**config.mk**
```make
export PLATFORM = sky130hd
export DESIGN_NAME = i2c_master_byte_write_core
export DESIGN_NICKNAME = d
export VERILOG_FILES = /design/src/hw/rtl/i2cmbw_pkg.sv /design/src/hw/rtl/i2cmbw_seq.sv /design/src/hw/rtl/i2c_master_byte_write_core.sv
export VERILOG_INCLUDE_DIRS = /design/src /design/src/hw/rtl
export SDC_FILE = /design/constraint.sdc
export NUM_CORES = 1
export LEC_CHECK = 0
export BUFFER_PORTS_ARGS = -buffer_cell sky130_fd_sc_hd__clkbuf_2
export CAP_MARGIN = 20
export CELL_PAD_IN_SITES_DETAIL_PLACEMENT = 2
export CELL_PAD_IN_SITES_GLOBAL_PLACEMENT = 2
export CORE_UTILIZATION = 42
export CTS_CLUSTER_SIZE = 20
export DETAILED_ROUTE_END_ITERATION = 6
export PLACE_DENSITY_LB_ADDON = 0.1
export RECOVER_POWER = 50
export SYNTH_ARGS = -nofsm -noshare
export SYNTH_HDL_FRONTEND = slang
export SYNTH_SLANG_ARGS = --single-unit
export TNS_END_PERCENT = 20
```
**constraint.sdc**
```tcl
create_clock -name clk_i -period 3.3 [get_ports clk_i]
set_input_delay 0.165 -clock clk_i [delete_from_list [all_inputs] [get_ports clk_i]]
set_output_delay 0.165 -clock clk_i [all_outputs]
set_load 0.02 [all_outputs]
```
**src/hw/rtl/i2c_master_byte_write_core_assert.svh**
```systemverilog
// Assertion macros used by the top RTL file of the I2C byte write core.
// With SYNTH defined, every macro expands to nothing.
`ifndef I2C_MASTER_BYTE_WRITE_CORE_ASSERT_SVH
`define I2C_MASTER_BYTE_WRITE_CORE_ASSERT_SVH

`ifndef SYNTH

// Checks that a property holds on every rising clock edge outside reset.
`define I2CMBW_ASSERT(lbl, clk, rst_n, prop) \
  lbl: assert property (@(posedge clk) disable iff (!(rst_n)) (prop)) \
    else $error("i2cmbw assertion failed");

// Checks that the consequent holds in the same cycle as the antecedent.
`define I2CMBW_ASSERT_IMPL(lbl, clk, rst_n, ante, cons) \
  lbl: assert property (@(posedge clk) disable iff (!(rst_n)) (ante) |-> (cons)) \
    else $error("i2cmbw implication failed");

`else

`define I2CMBW_ASSERT(lbl, clk, rst_n, prop)
`define I2CMBW_ASSERT_IMPL(lbl, clk, rst_n, ante, cons)

`endif

`endif

```
**src/hw/rtl/i2cmbw_pkg.sv**
```systemverilog
package i2cmbw_pkg;

  // Bus phases of one byte write transfer.
  typedef enum logic [3:0] {
    PH_IDLE       = 4'd0,
    PH_START_HI   = 4'd1,
    PH_START_FALL = 4'd2,
    PH_START_LOW  = 4'd3,
    PH_BIT_LOW    = 4'd4,
    PH_BIT_HIGH   = 4'd5,
    PH_ACK_LOW    = 4'd6,
    PH_ACK_HIGH   = 4'd7,
    PH_STOP_LOW   = 4'd8,
    PH_STOP_HIGH  = 4'd9,
    PH_STOP_RISE  = 4'd10
  } phase_e;

  // Configuration register indexes.
  typedef enum logic [1:0] {
    REG_DEV_ADDR  = 2'd0,
    REG_WORD_ADDR = 2'd1,
    REG_WR_DATA   = 2'd2
  } reg_idx_e;

  localparam logic [7:0] DevAddrReset  = 8'hA0;
  localparam logic [7:0] WordAddrReset = 8'hBA;
  localparam logic [7:0] WrDataReset   = 8'hC5;

  localparam logic [3:0] BitsPerByte   = 4'd8;
  localparam logic [1:0] LastByteIdx   = 2'd2;

  // The three bytes of one transfer.
  typedef struct packed {
    logic [7:0] dev_addr;
    logic [7:0] word_addr;
    logic [7:0] wr_data;
  } cfg_t;

  // Drive levels and status of one tick.
  typedef struct packed {
    logic       scl_level;
    logic       sda_drive_low;
    logic       busy_res;
    logic       ack_valid;
    logic       ack_received;
    logic [1:0] byte_number;
    logic       transfer_done;
  } tick_res_t;

endpackage

```
**src/hw/rtl/i2cmbw_seq.sv**
```systemverilog
module i2cmbw_seq (
  input  logic                  clk_i,
  input  logic                  rst_ni,
  input  logic                  step_i,
  input  logic                  go_i,
  input  logic                  sda_level_i,
  input  i2cmbw_pkg::cfg_t      cfg_i,
  output i2cmbw_pkg::tick_res_t res_o
);
  import i2cmbw_pkg::*;

  phase_e     phase_q, phase_d;
  logic [3:0] bit_cnt_q, bit_cnt_d;
  logic [7:0] shift_q, shift_d;
  logic [1:0] byte_idx_q, byte_idx_d;
  phase_e     cur_phase;
  logic [3:0] bit_cnt_inc;
  logic [1:0] byte_idx_inc;

  function automatic logic [7:0] byte_for(input logic [1:0] idx, input cfg_t cfg);
    logic [7:0] b;
    case (idx)
      REG_DEV_ADDR:  b = cfg.dev_addr;
      REG_WORD_ADDR: b = cfg.word_addr;
      default:       b = cfg.wr_data;
    endcase
    return b;
  endfunction

  always_ff @(posedge clk_i or negedge rst_ni) begin
    if (!rst_ni) begin
      phase_q    <= PH_IDLE;
      bit_cnt_q  <= '0;
      shift_q    <= '0;
      byte_idx_q <= '0;
    end else if (step_i) begin
      phase_q    <= phase_d;
      bit_cnt_q  <= bit_cnt_d;
      shift_q    <= shift_d;
      byte_idx_q <= byte_idx_d;
    end
  end

  assign bit_cnt_inc  = bit_cnt_q + 4'd1;
  assign byte_idx_inc = byte_idx_q + 2'd1;

  always_comb begin
    // A go request while idle already plays the first start tick.
    cur_phase = phase_q;
    if (phase_q == PH_IDLE && go_i) begin
      cur_phase = PH_START_HI;
    end

    phase_d    = PH_IDLE;
    bit_cnt_d  = bit_cnt_q;
    shift_d    = shift_q;
    byte_idx_d = byte_idx_q;
    res_o      = '0;
    res_o.scl_level = 1'b1;
    res_o.busy_res  = 1'b1;

    unique case (cur_phase)
      PH_START_HI: begin
        phase_d = PH_START_FALL;
      end
      PH_START_FALL: begin
        res_o.sda_drive_low = 1'b1;
        phase_d = PH_START_LOW;
      end
      PH_START_LOW: begin
        res_o.scl_level     = 1'b0;
        res_o.sda_drive_low = 1'b1;
        byte_idx_d = '0;
        bit_cnt_d  = '0;
        shift_d    = cfg_i.dev_addr;
        phase_d    = PH_BIT_LOW;
      end
      PH_BIT_LOW: begin
        res_o.scl_level     = 1'b0;
        res_o.sda_drive_low = ~shift_q[7];
        phase_d = PH_BIT_HIGH;
      end
      PH_BIT_HIGH: begin
        res_o.sda_drive_low = ~shift_q[7];
        shift_d   = {shift_q[6:0], 1'b0};
        bit_cnt_d = bit_cnt_inc;
        phase_d   = (bit_cnt_inc >= BitsPerByte) ? PH_ACK_LOW : PH_BIT_LOW;
      end
      PH_ACK_LOW: begin
        res_o.scl_level = 1'b0;
        phase_d = PH_ACK_HIGH;
      end
      PH_ACK_HIGH: begin
        res_o.ack_valid    = 1'b1;
        res_o.ack_received = ~sda_level_i;
        res_o.byte_number  = byte_idx_q;
        if (byte_idx_q >= LastByteIdx) begin
          phase_d = PH_STOP_LOW;
        end else begin
          // The next byte is taken from its register only now.
          byte_idx_d = byte_idx_inc;
          bit_cnt_d  = '0;
          shift_d    = byte_for(byte_idx_inc, cfg_i);
          phase_d    = PH_BIT_LOW;
        end
      end
      PH_STOP_LOW: begin
        res_o.scl_level     = 1'b0;
        res_o.sda_drive_low = 1'b1;
        phase_d = PH_STOP_HIGH;
      end
      PH_STOP_HIGH: begin
        res_o.sda_drive_low = 1'b1;
        phase_d = PH_STOP_RISE;
      end
      PH_STOP_RISE: begin
        res_o.transfer_done = 1'b1;
        bit_cnt_d  = '0;
        byte_idx_d = '0;
        phase_d    = PH_IDLE;
      end
      default: begin
        // Idle, and any code outside the phase list, releases the bus.
        res_o.busy_res = 1'b0;
        phase_d = PH_IDLE;
      end
    endcase
  end

endmodule

```
**src/hw/rtl/i2c_master_byte_write_core.sv**
```systemverilog
// Bit-level I2C master that writes one byte to a slave. Every input request is
// one bus timing tick (about 12 us) and produces exactly one result request
// with the SCL level and SDA pull-down to drive for that tick, plus status.
// A request with go set while idle starts a transfer on that very tick: a
// start condition, then the device write address, the word address and the
// data byte, each sent MSB first and followed by an acknowledge clock on which SDA
// is released and the acknowledge is sampled (ack_valid_o, ack_received_o,
// byte_number_o). A NACK is reported but the transfer goes on. A stop
// condition ends it, with transfer_done_o on its last tick. A whole transfer
// takes 60 ticks; go is ignored while busy. The block takes one tick per
// clock cycle unless the full output register is not taken; phase register and
// byte shifter update on each accepted tick, and the result sits in one output
// register, refilled in the same cycle it is taken. Each byte is loaded from
// its configuration register when that byte begins, so the registers are
// best written while no transfer runs. Writes to index 3 are ignored.
module i2c_master_byte_write_core (
  input  logic       clk_i,
  input  logic       rst_ni,
  // Tick input channel.
  input  logic       in_valid_i,
  output logic       in_ready_o,
  input  logic       go_i,
  input  logic       sda_level_i,
  // Tick result channel.
  output logic       out_valid_o,
  input  logic       out_ready_i,
  output logic       scl_level_o,
  output logic       sda_drive_low_o,
  output logic       busy_res_o,
  output logic       ack_valid_o,
  output logic       ack_received_o,
  output logic [1:0] byte_number_o,
  output logic       transfer_done_o,
  // Configuration write channel.
  input  logic       cfg_valid_i,
  output logic       cfg_ready_o,
  input  logic [1:0] cfg_index_i,
  input  logic [7:0] cfg_data_i
);
  import i2cmbw_pkg::*;

`include "i2c_master_byte_write_core_assert.svh"

  cfg_t      cfg_q;
  tick_res_t tick_res;
  tick_res_t res_q;
  logic      out_valid_q;
  logic      in_accept;
  logic      cfg_accept;

  // A new tick is taken whenever the output register is empty or is being
  // emptied in this cycle.
  assign in_ready_o = !out_valid_q || out_ready_i;
  assign in_accept  = in_valid_i && in_ready_o;

  // Configuration writes are always taken.
  assign cfg_ready_o = 1'b1;
  assign cfg_accept  = cfg_valid_i;

  always_ff @(posedge clk_i or negedge rst_ni) begin
    if (!rst_ni) begin
      cfg_q.dev_addr  <= DevAddrReset;
      cfg_q.word_addr <= WordAddrReset;
      cfg_q.wr_data   <= WrDataReset;
    end else if (cfg_accept) begin
      unique case (cfg_index_i)
        REG_DEV_ADDR:  cfg_q.dev_addr  <= cfg_data_i;
        REG_WORD_ADDR: cfg_q.word_addr <= cfg_data_i;
        REG_WR_DATA:   cfg_q.wr_data   <= cfg_data_i;
        default: ;
      endcase
    end
  end

  // The sequencer advances one phase per accepted tick and tells what the
  // bus lines do on that tick.
  i2cmbw_seq u_seq (
    .clk_i       (clk_i),
    .rst_ni      (rst_ni),
    .step_i      (in_accept),
    .go_i        (go_i),
    .sda_level_i (sda_level_i),
    .cfg_i       (cfg_q),
    .res_o       (tick_res)
  );

  // Result register: valid is control state, the payload needs no reset.
  always_ff @(posedge clk_i or negedge rst_ni) begin
    if (!rst_ni) begin
      out_valid_q <= 1'b0;
    end else if (in_accept) begin
      out_valid_q <= 1'b1;
    end else if (out_ready_i) begin
      out_valid_q <= 1'b0;
    end
  end

  always_ff @(posedge clk_i) begin
    if (in_accept) begin
      res_q <= tick_res;
    end
  end

  assign out_valid_o     = out_valid_q;
  assign scl_level_o     = res_q.scl_level;
  assign sda_drive_low_o = res_q.sda_drive_low;
  assign busy_res_o      = res_q.busy_res;
  assign ack_valid_o     = res_q.ack_valid;
  assign ack_received_o  = res_q.ack_received;
  assign byte_number_o   = res_q.byte_number;
  assign transfer_done_o = res_q.transfer_done;

  // The acknowledge is sampled only with SCL high and SDA released.
  `I2CMBW_ASSERT_IMPL(a_ack_bus, clk_i, rst_ni, out_valid_o && ack_valid_o, scl_level_o && !sda_drive_low_o)
  // The final stop tick still counts as part of the transfer.
  `I2CMBW_ASSERT_IMPL(a_done_busy, clk_i, rst_ni, out_valid_o && transfer_done_o, busy_res_o && scl_level_o)
  // A byte number is reported only with an acknowledge.
  `I2CMBW_ASSERT_IMPL(a_bnum_ack, clk_i, rst_ni, out_valid_o && byte_number_o != 2'd0, ack_valid_o)
  // An idle tick never drives the bus.
  `I2CMBW_ASSERT(a_idle_release, clk_i, rst_ni, !(out_valid_o && !busy_res_o) || (scl_level_o && !sda_drive_low_o && !ack_valid_o))

endmodule

```
[After elaboration in Yosys (flattened, before gate mapping)]
Index checks and enable logic that the tools add are counted.
Cells by class
  $add $sub $neg: 2
  magnitude comparators: 2
  eq/ne operators: 14
  multiplexer cells: 18
  bitwise logic cells: 2
  reduce and logical (&&, ||, !) cells: 22
Operators by type and width (number)
  4-bit case mux with 9 select lines: 1
  8-bit case mux with 3 select lines: 1
  4-bit by 3-bit == test with 1-bit output (second input constant): 4
  4-bit 2-to-1 mux: 4
  8-bit case mux with 2 select lines: 1
  4-bit == test (second input constant): 3
  4-bit case mux with 3 select lines: 1
  10-bit OR reduction: 1
  3-bit AND reduction: 3
  4-bit by 2-bit == test with 1-bit output (second input constant): 2
  8-bit 2-to-1 mux: 1
  4-bit OR reduction: 2
  2-bit AND reduction: 3
  3-bit nonzero test: 2
  1-bit 2-to-1 mux: 5
  4-bit by 1-bit adder with 4-bit output (second input constant): 1
  2-bit by 1-bit == test with 1-bit output (second input constant): 2
  4-bit by 1-bit == test with 1-bit output (second input constant): 1
  4-bit greater-or-equal comparator (second input constant): 1
  2-bit zero test: 2
  4-bit zero test: 1
  2-bit 2-to-1 mux: 2
  2-bit case mux with 2 select lines: 1
  2-bit nonzero test: 2
  other kinds (10): 13
Word-level totals
  bits in registers: 51
  input port bits: 17

[Depth between registers and ports, before layout]
Gate-level depths: netlist of run 1.
  word-level depth: 7
  mapped depth: 8

[By module]
Synthesis of run 1 repeated with hierarchy kept, for this count alone.
Unflattened totals
  cells, all modules: 225
  area total of the unflattened synthesis: 2575.0 µm²
By module, submodules not included
  i2cmbw_seq: instances 1, cells each 160, area each 1353.8 µm²
  i2c_master_byte_write_core: instances 1, cells each 65, area each 1221.2 µm²

[Worst setup path before layout of run 1]
OpenSTA, ideal clock, no wires.
  kind: reg2reg
  from: register u_seq.byte_idx_q[0]
  to: register u_seq.shift_q[6]
  arrival time: 1641 ps
  setup slack: 1523 ps
  cell stages (with the launch flop): 9
  path buffers: 2
  period minus slack after synthesis: 1777 ps
  path through: dfrtp_1 inv_1 ha_1 clkbuf_1 clkbuf_1 a221oi_1 a21oi_1 a222oi_1 mux2i_1
On the way
  cells in the longest elaborated chain, start to end: 5
  elaborated cells between the ends (all ways): 9
Ends and longest elaborated chain
  from (decl): RTL line i2cmbw_seq.sv:15  | logic [1:0] byte_idx_q, byte_idx_d;
  from (signal assigned): RTL line i2cmbw_seq.sv:40  | byte_idx_q <= byte_idx_d;
  2-bit by 1-bit adder with 2-bit output: RTL line i2cmbw_seq.sv:45  | assign byte_idx_inc = byte_idx_q + 2'd1;
  2-bit by 1-bit == test with 1-bit output / 2-bit zero test (equally long branches): RTL line i2cmbw_seq.sv:22  | case (idx)
  8-bit case mux with 2 select lines: RTL line i2cmbw_seq.sv:22
  8-bit 2-to-1 mux: RTL line i2cmbw_seq.sv:97  | if (byte_idx_q >= LastByteIdx) begin
  8-bit case mux with 3 select lines: RTL line i2cmbw_seq.sv:62  | unique case (cur_phase)
  to (signal assigned): RTL line i2cmbw_seq.sv:39  | shift_q <= shift_d;
  to (decl): RTL line i2cmbw_seq.sv:14  | logic [7:0] shift_q, shift_d;
Parallel ways exist; a longest one is shown, timed or not. The select of a mux whose other input is x is not followed.
A chain may end at the register's enable or synchronous reset.

[Worst setup path after layout of run 1]
  from: register u_seq.byte_idx_q[0]
  to: register u_seq.shift_q[0]
Same word-level chain as after synthesis.

==> impl_metrics.py, run 1 <==
metrics = {
    "worst_setup_path": {
        "worstPathArrival_ns": 2.27,
        "r2r_slack_ns": 1.21,
        "worst_r2r_path_depth": 6,
        "required_ns": 3.48,
        "end_kind": "flip-flop",
        "worstSetupPathType": "reg2reg",
        "reg2reg_from": "u_seq.byte_idx_q[0]",
        "cp_max_fo": 8,
        "r2r-end": "u_seq.shift_q[0]",
        "start_kind": "flip-flop",
    },
    "hold_path": {
        "hold_path_end": "cfg_q[13]",
        "worstHoldStart": "cfg_data_i[5]",
        "holdPathStages": 2,
        "hp-class": "in2reg",
    },
    "synthesis": {
        "yosysUniqueCellTypes": 47,
        "synth_ff_type": "dfrtp_1",
        "syn_avg_cell_area_um2": 11.7,
        "ys_ff_latch": 51,
        "yosys_warnings": 0,
        "synth_edf_count": 8,
        "synth.net_count": 237,
        "synthesis.area_um2": 2520,
        "syn_inst": 216,
        "synth_top_area_share_pct": 31.8,
        "ys_seq_area_share_pct": 52.8,
        "synth_top_area_cell": "dfrtp_1",
        "async_flop_share_pct": 84.3,
        "synth.area.top_cells": "dfrtp_1 (32%), dfstp_2 (11%), mux2_2 (11%), edfxtp_1 (9.5%), inv_1 (2.8%)",
    },
    "sta": {
        "relSlewSlack_pct": 40.0,
        "whs_ns": 0.117,
        "drv_slew": 0,
        "period_share_pct": 63.3,
        "clock.fmax_ghz": 0.479,
        "setup_viol": 0,
        "hold_violations": 0,
        "rsz0062_at_grt": "no",
        "fin_skew_ns": 0.0130,
        "tightest_slew_ns": 0.897,
        "fin_setup_tns_ns": 0,
        "timing.final.crit_period_ns": 2.09,
    },
    "floorplanning": {
        "io_pins": 28,
        "die_w_um": 79.5,
        "start_util_pct": 44.7,
        "die_h_um": 79.5,
        "die-area_um2": 6320,
        "std_cell_rows": 27,
        "core-area_um2": 5640,
    },
    "placement": {
        "place.gp.congestion": 0.790,
        "port_buffers": 26,
        "dp_hpwl_um": 4410,
        "dpl_cell_area_um2": 2680,
    },
    "power": {
        "power.density_nw_per_um2": 855,
        "ir_worst_vdd_mv": 0.330,
        "power_mw": 2.42,
        "p_leak_nw": 1.22,
    },
    "grt": {
        "antenna_found_initial": 0,
        "grt_max_degree": 44,
        "grt_pass1_wl_um": 10500,
        "grt_use_total_pct": 22.4,
        "grt_pass1_vias": 2082,
        "grt_overflow": 0,
    },
    "route": {
        "wl_per_cell_um": 20.4,
        "via_per_inst": 5.81,
        "detail-route-antenna-nets": 0,
        "drc": 0,
        "route.vias.total": 1812,
        "wirelength_um": 6360,
        "drt_iter0_markers": 78,
        "drtPass1Iterations": 5,
    },
    "final_layout": {
        "synthToLayoutAreaGrowth_pct": 12.4,
        "final_layout_size_suffix_gt1_share_pct": 32.9,
        "fin_nets": 260,
        "layout_common_cells": "dfrtp_1 (32), mux2_2 (24), clkbuf_2 (23)",
        "finalInstanceArea_um2": 2830,
        "final_common_cell": "dfrtp_1",
        "antenna_cells": 0,
    },
    "clock_network": {
        "cts_buffer_depth": 2,
        "cts.clk_slew.worst_paths_ns": 0.10,
        "cts.htree.levels": 2,
        "cts_root_buf": "clkbuf_8",
        "cts.sinks": 51,
        "cts_hold_buf": 0,
        "cts_buffers": 5,
        "clk_latency_ns": 0.31,
        "cts_tree": "yes",
        "cts_resized": 0,
        "post-cts-setup-buffers": 0,
    },
    "run": {
        "drv_cap": 0,
    },
    "run_status": {
        "outcome": "finished, final reports clean",
    },
}
## logic make-up (layout without fill, tap and decap cells)
group | after synthesis | in the layout | synth area share, %
compound gates | 53 | 53 | 15.6
xor+xnor | 2 | 2 | 0.695
fa+ha+maj | 4 | 4 | 1.99
buf+inv | 34 | 58 | 5.81
flops | 51 | 51 | 52.8
mux | 32 | 32 | 13.9
other cells | 1 | 1 | 0.149
simple gates | 39 | 39 | 9.08
## power breakdown
part / switching, mW / internal (mW) / total [mW]
Clock: 0.216 / 0.273 / 0.489
Sequential: 0.192 / 0.838 / 1.03
Combinational: 0.520 / 0.385 / 0.905
Total: 0.928 / 1.50 / 2.42
## synthesized netlist by cell type (all sizes together) (2+ instances only)
library cell and n:
a21o 3, a21oi 14, a221oi 8, a222oi 7, a31o 2, a31oi 3
and3 3, buf 6, clkbuf 6, dfrtp 32, dfstp 11, edfxtp 8
ha 4, inv 22, mux2 25, mux2i 7, nand2 8, nand2b 2
nand3 2, nand3b 3, nor2 8, nor2b 2, nor3 3, nor3b 4
o21a 2, o21ai 7, or2 3, xnor2 2
## worst max-delay path, stage by stage, from the launching register on
cell,delay (ns)
dfrtp_1,0.37
inv_1,0.10
ha_1,0.21
or2_2,0.35
nand3_1,0.10
and3_1,0.47
mux2_1,0.37
## per-stage QoR
step                      worst slack (ns)  instances  util, %
after floorplan                       1.52        216        -
after global placement                1.34        302     47.5
after detailed placement              1.25        302     47.5
after CTS                             1.20        310     49.8
after global routing                  1.07        312     50.2
final                                 1.21        312     50.2
## worst max path at each step
stage | from | endpoint | slack, ns | cells after the start
6_report | u_seq.byte_idx_q[0] | u_seq.shift_q[0] | 1.21 | 6
5_1_grt | u_seq.byte_idx_q[1] | u_seq.shift_q[5] | 1.07 | 6
4_1_cts | u_seq.byte_idx_q[0] | u_seq.shift_q[0] | 1.20 | 6
3_5_place_dp | u_seq.byte_idx_q[0] | u_seq.shift_q[0] | 1.25 | 6
3_3_place_gp | u_seq.byte_idx_q[0] | u_seq.shift_q[0] | 1.34 | 6
2_1_floorplan | u_seq.byte_idx_q[0] | u_seq.shift_q[6] | 1.52 | 8
## routing by layer
metal	GRT usage [%]	part of all wire [%]	up-vias
met5	0	0	-
met4	6.55	1.4	0
met3	4.91	2.1	6
met2	42.5	56	28
met1	24.7	41	953
li1	-	-	825
## area by class of cell
cell class,instances,area [um2]
clock buffers,6,93.8
clock inverters,2,36.3
fillers,570,2810
inverters,22,82.6
multi-input cells,131,1040
flip-flops and latches,51,1330
well taps,72,90.1
repair buffers,28,156
## registers in the layout (all words and copies together), names as in the netlist
register          cells
cfg_q                24
scl_level_o           1
u_seq.byte_idx_q      2
ack_received_o        1
u_seq.shift_q         8
busy_res_o            1
transfer_done_o       1
sda_drive_low_o       1
out_valid_o           1
byte_number_o         2
u_seq.bit_cnt_q       4
ack_valid_o           1
u_seq.phase_q         4
No activity file was read; power rests on OpenSTA's default activity.
==> inputs of run 2 (changes only) <==
- CORE_UTILIZATION: 42 -> 35
- clock period: 3.3 -> 1.7 ns (I/O delays scaled with it)
==> impl_metrics.py, run 2 (same netlist as run 1, synthesis figures left out) <==
metrics = {
    "run_status": {
        "outcome": "finished, violations left",
        "violations": "negative setup slack",
    },
    "power": {
        "power.density_nw_per_um2": 1700,
        "p_sw_share_pct": 38.4,
        "p_leak_nw": 1.39,
        "p_int_mw": 3.33,
        "ir_worst_vdd_mv": 0.644,
        "seqPwrFrac_pct": 35.2,
        "power.net_switching_mw": 2.07,
        "power.share.clock_pct": 13.3,
        "pwr-share-comb_pct": 51.6,
    },
    "worst_setup_path": {
        "required_ns": 1.90,
        "cp_slowest_stage_delay_ns": 0.43,
        "cp_common_cell": "buf_4",
        "crit_chain": "buf_4 -> buf_4 -> or2_4 -> a211oi_4 -> buf_6 -> o21ai_2 -> a32o_1",
        "worstPathArrival_ns": 1.96,
        "start_kind": "flip-flop",
        "worst_r2r_path_depth": 7,
        "crit_slowest_cell": "dfrtp_1",
        "cp_max_fo": 5,
        "end_kind": "flip-flop",
        "worstSetupPathType": "reg2reg",
        "r2r_slack_ns": -0.07,
    },
    "clock_network": {
        "cts_buffer_depth": 2,
        "cts_root_buf": "clkbuf_8",
        "cts_tree": "yes",
        "cts.clk_slew.worst_paths_ns": 0.10,
        "cts_buffers": 5,
        "clk_latency_ns": 0.31,
        "cts.htree.levels": 2,
        "cts.sinks": 51,
    },
    "floorplanning": {
        "die_h_um": 86.9,
        "io_pins": 28,
        "std_cell_rows": 30,
        "die-area_um2": 7550,
        "start_util_pct": 36.7,
        "core-area_um2": 6870,
        "die_w_um": 86.9,
    },
    "sta": {
        "tightest_slew_ns": 1.10,
        "setup_ws_ns": -0.0664,
        "hold_violations": 0,
        "fin_skew_ns": 0.0105,
        "timing.final.crit_period_ns": 1.77,
        "relSlewSlack_pct": 26.7,
        "rsz0062_at_grt": "yes",
        "drv_slew": 0,
        "whs_ns": 0.0287,
        "period_share_pct": 104,
        "setup_viol": 11,
        "clock.fmax_ghz": 0.566,
    },
    "grt": {
        "antenna_found_initial": 0,
        "grt_pass1_vias": 2262,
        "grt_use_total_pct": 21.4,
        "grt_pass1_wl_um": 11800,
        "grt_max_degree": 26,
        "grt_overflow": 0,
    },
    "route": {
        "route.vias.total": 1948,
        "wirelength_um": 7200,
        "detail-route-antenna-nets": 0,
        "drtPass1Iterations": 4,
        "via_per_inst": 5.24,
        "drc": 0,
        "drt_iter0_markers": 57,
        "wl_per_cell_um": 19.4,
    },
    "placement": {
        "dpl_worst_slack_ns": -0.140,
        "place.gp.congestion": 0.782,
        "dp_hpwl_um": 5010,
        "port_buffers": 26,
        "dpl_cell_area_um2": 2940,
        "dp_cells": 353,
    },
    "final_layout": {
        "stdcell_count": 372,
        "max_flop_register": "cfg_q",
        "final_layout_size_suffix_gt1_share_pct": 44.9,
        "layout_common_cells": "dfrtp_1 (32), buf_4 (30), mux2_2 (24)",
        "largest_reg_flops": 24,
        "finalInstanceArea_um2": 3180,
        "multi_input_area_um2": 1110,
        "synthToLayoutAreaGrowth_pct": 26.1,
        "utilization_pct": 46.3,
        "fin_nets": 296,
        "antenna_cells": 0,
        "register_area_um2": 1330,
        "fillCellCount": 727,
        "largest_registers": "cfg_q (24), u_seq.shift_q (8)",
        "final_common_cell": "dfrtp_1",
    },
    "hold_path": {
        "holdPathStages": 2,
        "hp-class": "in2reg",
    },
    "run": {
        "drv_cap": 0,
    },
}
[run 2: final timing paths]
check | from | to
worst max-delay path | u_seq.byte_idx_q[1] | u_seq.bit_cnt_q[1]
worst min-delay path | cfg_data_i[5] | cfg_q[5]
worst max register to register | u_seq.byte_idx_q[1] | u_seq.bit_cnt_q[1]
worst min register to register | u_seq.shift_q[0] | u_seq.shift_q[0]
max in group asynchronous | rst_ni | cfg_q[0]
min in group asynchronous | rst_ni | u_seq.phase_q[2]
[run 2: cell type report]
| cell class | count | area share, % |
|---|---|---|
| clock buffers | 5 | 2.17 |
| clock inverters | 3 | 0.591 |
| inverters | 22 | 2.60 |
| multi-input cells | 131 | 34.9 |
| flip-flops and latches | 51 | 41.9 |
| well taps | 96 | 3.78 |
| repair buffers | 64 | 14.1 |
[run 2: power by group through the flow]
| stage | clock network, mW | registers [mW] | logic [mW] |
|---|---|---|---|
| floorplan | 0 | 1.86 | 1.45 |
| global placement | 0 | 1.89 | 2.12 |
| detailed placement | 0 | 1.92 | 2.30 |
| CTS | 0.733 | 1.90 | 2.77 |
| global route | 0.781 | 1.95 | 3.04 |
| finish | 0.716 | 1.90 | 2.78 |
[run 2: what timing repair did]
item / 4_1_cts / 5_1_grt
hold buffers: 1 / 0
endpoints found under the hold margin: 15 / 0
pin swaps: 7 / 2
resized for setup: 17 / 3
cloned: 1 / 0
setup endpoints to repair: 13 / 15
buffers inserted: 9 / 0
[run 2: per-layer routing]
layer	vias up	global-route usage [%]	part of all wire, %
met4	0	6.52	1.9
met5	-	0	0
met1	1000	24.3	40
met2	35	40.7	56
li1	901	-	-
met3	12	3.41	3.0
[run 2: critical path, delay by kind of cell (launching register included)]
family | cells | cell delay (ns)
AO/OA/AOI/OAI | 3 | 0.53
buffers and inverters | 3 | 0.43
flip-flops | 1 | 0.43
AND/OR/NAND/NOR | 1 | 0.26
[run 2: through the flow]
step	power, mW	TNS [ns]
3_5_place_dp	4.22	-0.845
4_1_cts	5.40	-0.332
2_1_floorplan	3.31	0
6_report	5.40	-0.320
3_3_place_gp	4.01	0
5_1_grt	5.77	-4.00
==> inputs of run 3 (changes only) <==
- ABC_AREA: unset -> 1
- CORE_UTILIZATION: 35 -> 31
==> impl_metrics.py, run 3 <==
metrics = {
    "run_status": {
        "outcome": "finished, final reports clean",
    },
    "route": {
        "via_per_inst": 4.87,
        "drtPass1Iterations": 4,
        "wirelength_um": 7560,
        "wl_per_cell_um": 15.8,
        "drc": 0,
        "detail-route-antenna-nets": 0,
        "route.vias.total": 2334,
        "drt_iter0_markers": 70,
    },
    "synthesis": {
        "synth_top_area_cell": "dfrtp_1",
        "synth.net_count": 345,
        "syn_inst": 324,
        "synth_top_cells_by_count": "nand2_1 (105), nand3_1 (38), o21ai_0 (36), dfrtp_1 (32), inv_1 (20)",
        "synthesis.area_um2": 2640,
        "ys_ff_latch": 51,
        "yosys_warnings": 0,
        "synth_edf_count": 8,
        "synth_top_area_share_pct": 30.4,
        "synth_ff_type": "dfrtp_1",
        "synth.area.top_cells": "dfrtp_1 (30%), nand2_1 (15%), dfstp_2 (11%), edfxtp_1 (9.1%), nand3_1 (7.2%)",
        "yosysMostFrequentCell": "nand2_1",
        "yosysUniqueCellTypes": 30,
        "ys_seq_area_share_pct": 50.5,
        "syn_avg_cell_area_um2": 8.13,
        "async_flop_share_pct": 84.3,
    },
    "sta": {
        "fin_skew_ns": 0.00786,
        "rsz0062_at_grt": "yes",
        "period_share_pct": 97.1,
        "relSlewSlack_pct": 24.6,
        "clock.fmax_ghz": 0.606,
        "timing.final.crit_period_ns": 1.65,
        "setup_ws_ns": 0.0501,
        "hold_violations": 0,
        "whs_ns": 0.000668,
        "drv_slew": 0,
        "setup_viol": 0,
        "fin_setup_tns_ns": 0,
        "tightest_slew_ns": 1.13,
    },
    "power": {
        "power.density_nw_per_um2": 1510,
        "p_leak_nw": 1.60,
        "ir_worst_vdd_mv": 0.421,
    },
    "final_layout": {
        "fin_nets": 394,
        "final_common_cell": "nand2_1",
        "max_flop_register": "cfg_q",
        "register_area_um2": 1330,
        "synthToLayoutAreaGrowth_pct": 22.6,
        "multi_input_area_um2": 1210,
        "layout_common_cells": "nand2_1 (105), o21ai_0 (32), nand3_1 (31), dfrtp_1 (31), clkbuf_2 (24)",
        "largest_registers": "cfg_q (24), u_seq.shift_q (8)",
        "finalInstanceArea_um2": 3230,
        "largest_reg_flops": 24,
        "fillCellCount": 993,
        "final_layout_size_suffix_gt1_share_pct": 28.1,
        "antenna_cells": 0,
        "utilization_pct": 39.3,
    },
    "clock_network": {
        "cts_buffer_depth": 2,
        "cts.sinks": 51,
        "cts_buffers": 5,
        "cts_tree": "yes",
        "cts.htree.levels": 2,
        "cts_root_buf": "clkbuf_8",
        "clk_latency_ns": 0.31,
        "cts.clk_slew.worst_paths_ns": 0.10,
    },
    "floorplanning": {
        "die_w_um": 94.2,
        "std_cell_rows": 33,
        "core-area_um2": 8220,
        "die-area_um2": 8870,
        "io_pins": 28,
        "die_h_um": 94.2,
        "start_util_pct": 32.1,
    },
    "grt": {
        "grt_use_total_pct": 18.7,
        "antenna_found_initial": 0,
        "grt_max_degree": 21,
        "grt_pass1_vias": 2541,
        "grt_pass1_wl_um": 12500,
        "grt_overflow": 0,
    },
    "worst_setup_path": {
        "required_ns": 1.90,
        "worstPathArrival_ns": 1.85,
        "worstSetupPathType": "reg2reg",
        "end_kind": "flip-flop",
        "worst_r2r_path_depth": 9,
        "start_kind": "flip-flop",
        "cp_max_fo": 7,
    },
    "run": {
        "drv_cap": 0,
    },
    "placement": {
        "place.gp.congestion": 0.742,
        "dpl_worst_slack_ns": -0.0157,
        "port_buffers": 26,
        "dp_hpwl_um": 5340,
        "dpl_cell_area_um2": 2980,
    },
    "hold_path": {
        "holdPathStages": 3,
        "hp-class": "in2reg",
    },
}
## run 3: changes by cell type after synthesis, sizes merged, moves of 6 or more
cell    previous run  this run
a21oi             14         2
a221oi             8         0
mux2              25         0
nor2               8        20
nand2              8       112
a222oi             7         0
o21ai              7        36
or2                3         9
nand4              0         8
nand3              2        39
mux2i              7         0
## run 3: repair_timing
| item | in CTS | in global routing |
|---|---|---|
| hold endpoints to repair | 16 | 0 |
| endpoints found under the setup margin | 10 | 15 |
| hold buffers | 3 | 0 |
| gates resized for setup | 3 | 24 |
| pin swaps | 0 | 3 |
| setup buffers | 6 | 2 |
## run 3: final timing paths
check                                         to           startpoint  slack [ns]
min in group asynchronous       u_seq.phase_q[2]               rst_ni        0.50
worst min register to register          cfg_q[4]             cfg_q[4]        0.49
max in group asynchronous              cfg_q[21]               rst_ni        0.20
worst max-delay path            u_seq.shift_q[5]  u_seq.byte_idx_q[1]        0.05
worst min-delay path                    cfg_q[2]        cfg_data_i[2]      0.0007
worst max register to register  u_seq.shift_q[5]  u_seq.byte_idx_q[1]        0.05
## run 3: final cells by class
type	instances	area share [%]
Clock buffer	7	2.36
Inverter	26	3.41
Sequential cell	51	41.2
Multi-Input combinational cell	235	37.5
Tap cell	105	4.07
Timing Repair Buffer	54	11.3
Clock inverter	1	0.155
## run 3: logic make-up (layout without fill, tap and decap cells)
logic type	Yosys count	count (layout)	share of synthesized area, %
other cells	1	1	0.142
flops	51	51	50.5
simple gates	188	188	32.7
compound gates	41	41	8.26
buf+inv	38	88	6.17
fa+ha+maj	4	4	1.90
xor+xnor	1	1	0.332
## run 3: power breakdown
part | switching, mW | total, mW | internal, mW | leakage, nW
Combinational | 1.29 | 2.34 | 1.04 | 0.960
Clock | 0.418 | 0.709 | 0.291 | 0.0422
Sequential | 0.257 | 1.84 | 1.58 | 0.600
## run 3: metal layers
metal | wire length (um) | vias to the layer above | global-route usage (%)
met5 | 0 | - | 0
met4 | 94 | 0 | 5.00
met3 | 166 | 10 | 2.99
met2 | 4010 | 25 | 34.4
met1 | 3290 | 1156 | 22.3
li1 | - | 1143 | -
## run 3: through the flow
stage                     total power, mW  cells
after floorplan                      3.01    324
after global placement               3.58    460
after global routing                 5.25    479
after detailed placement             3.64    460
after CTS                            4.70    477
final                                4.88    479
## run 3: worst max-delay path, stage by stage (launching register included)
cell and delay [ns]:
dfrtp_1 0.42, inv_2 0.07, ha_4 0.27, clkinvlp_4 0.10
buf_12 0.15, or2_2 0.28, nand3_2 0.08, nand3_2 0.07
nand2_1 0.06, nand2_1 0.05
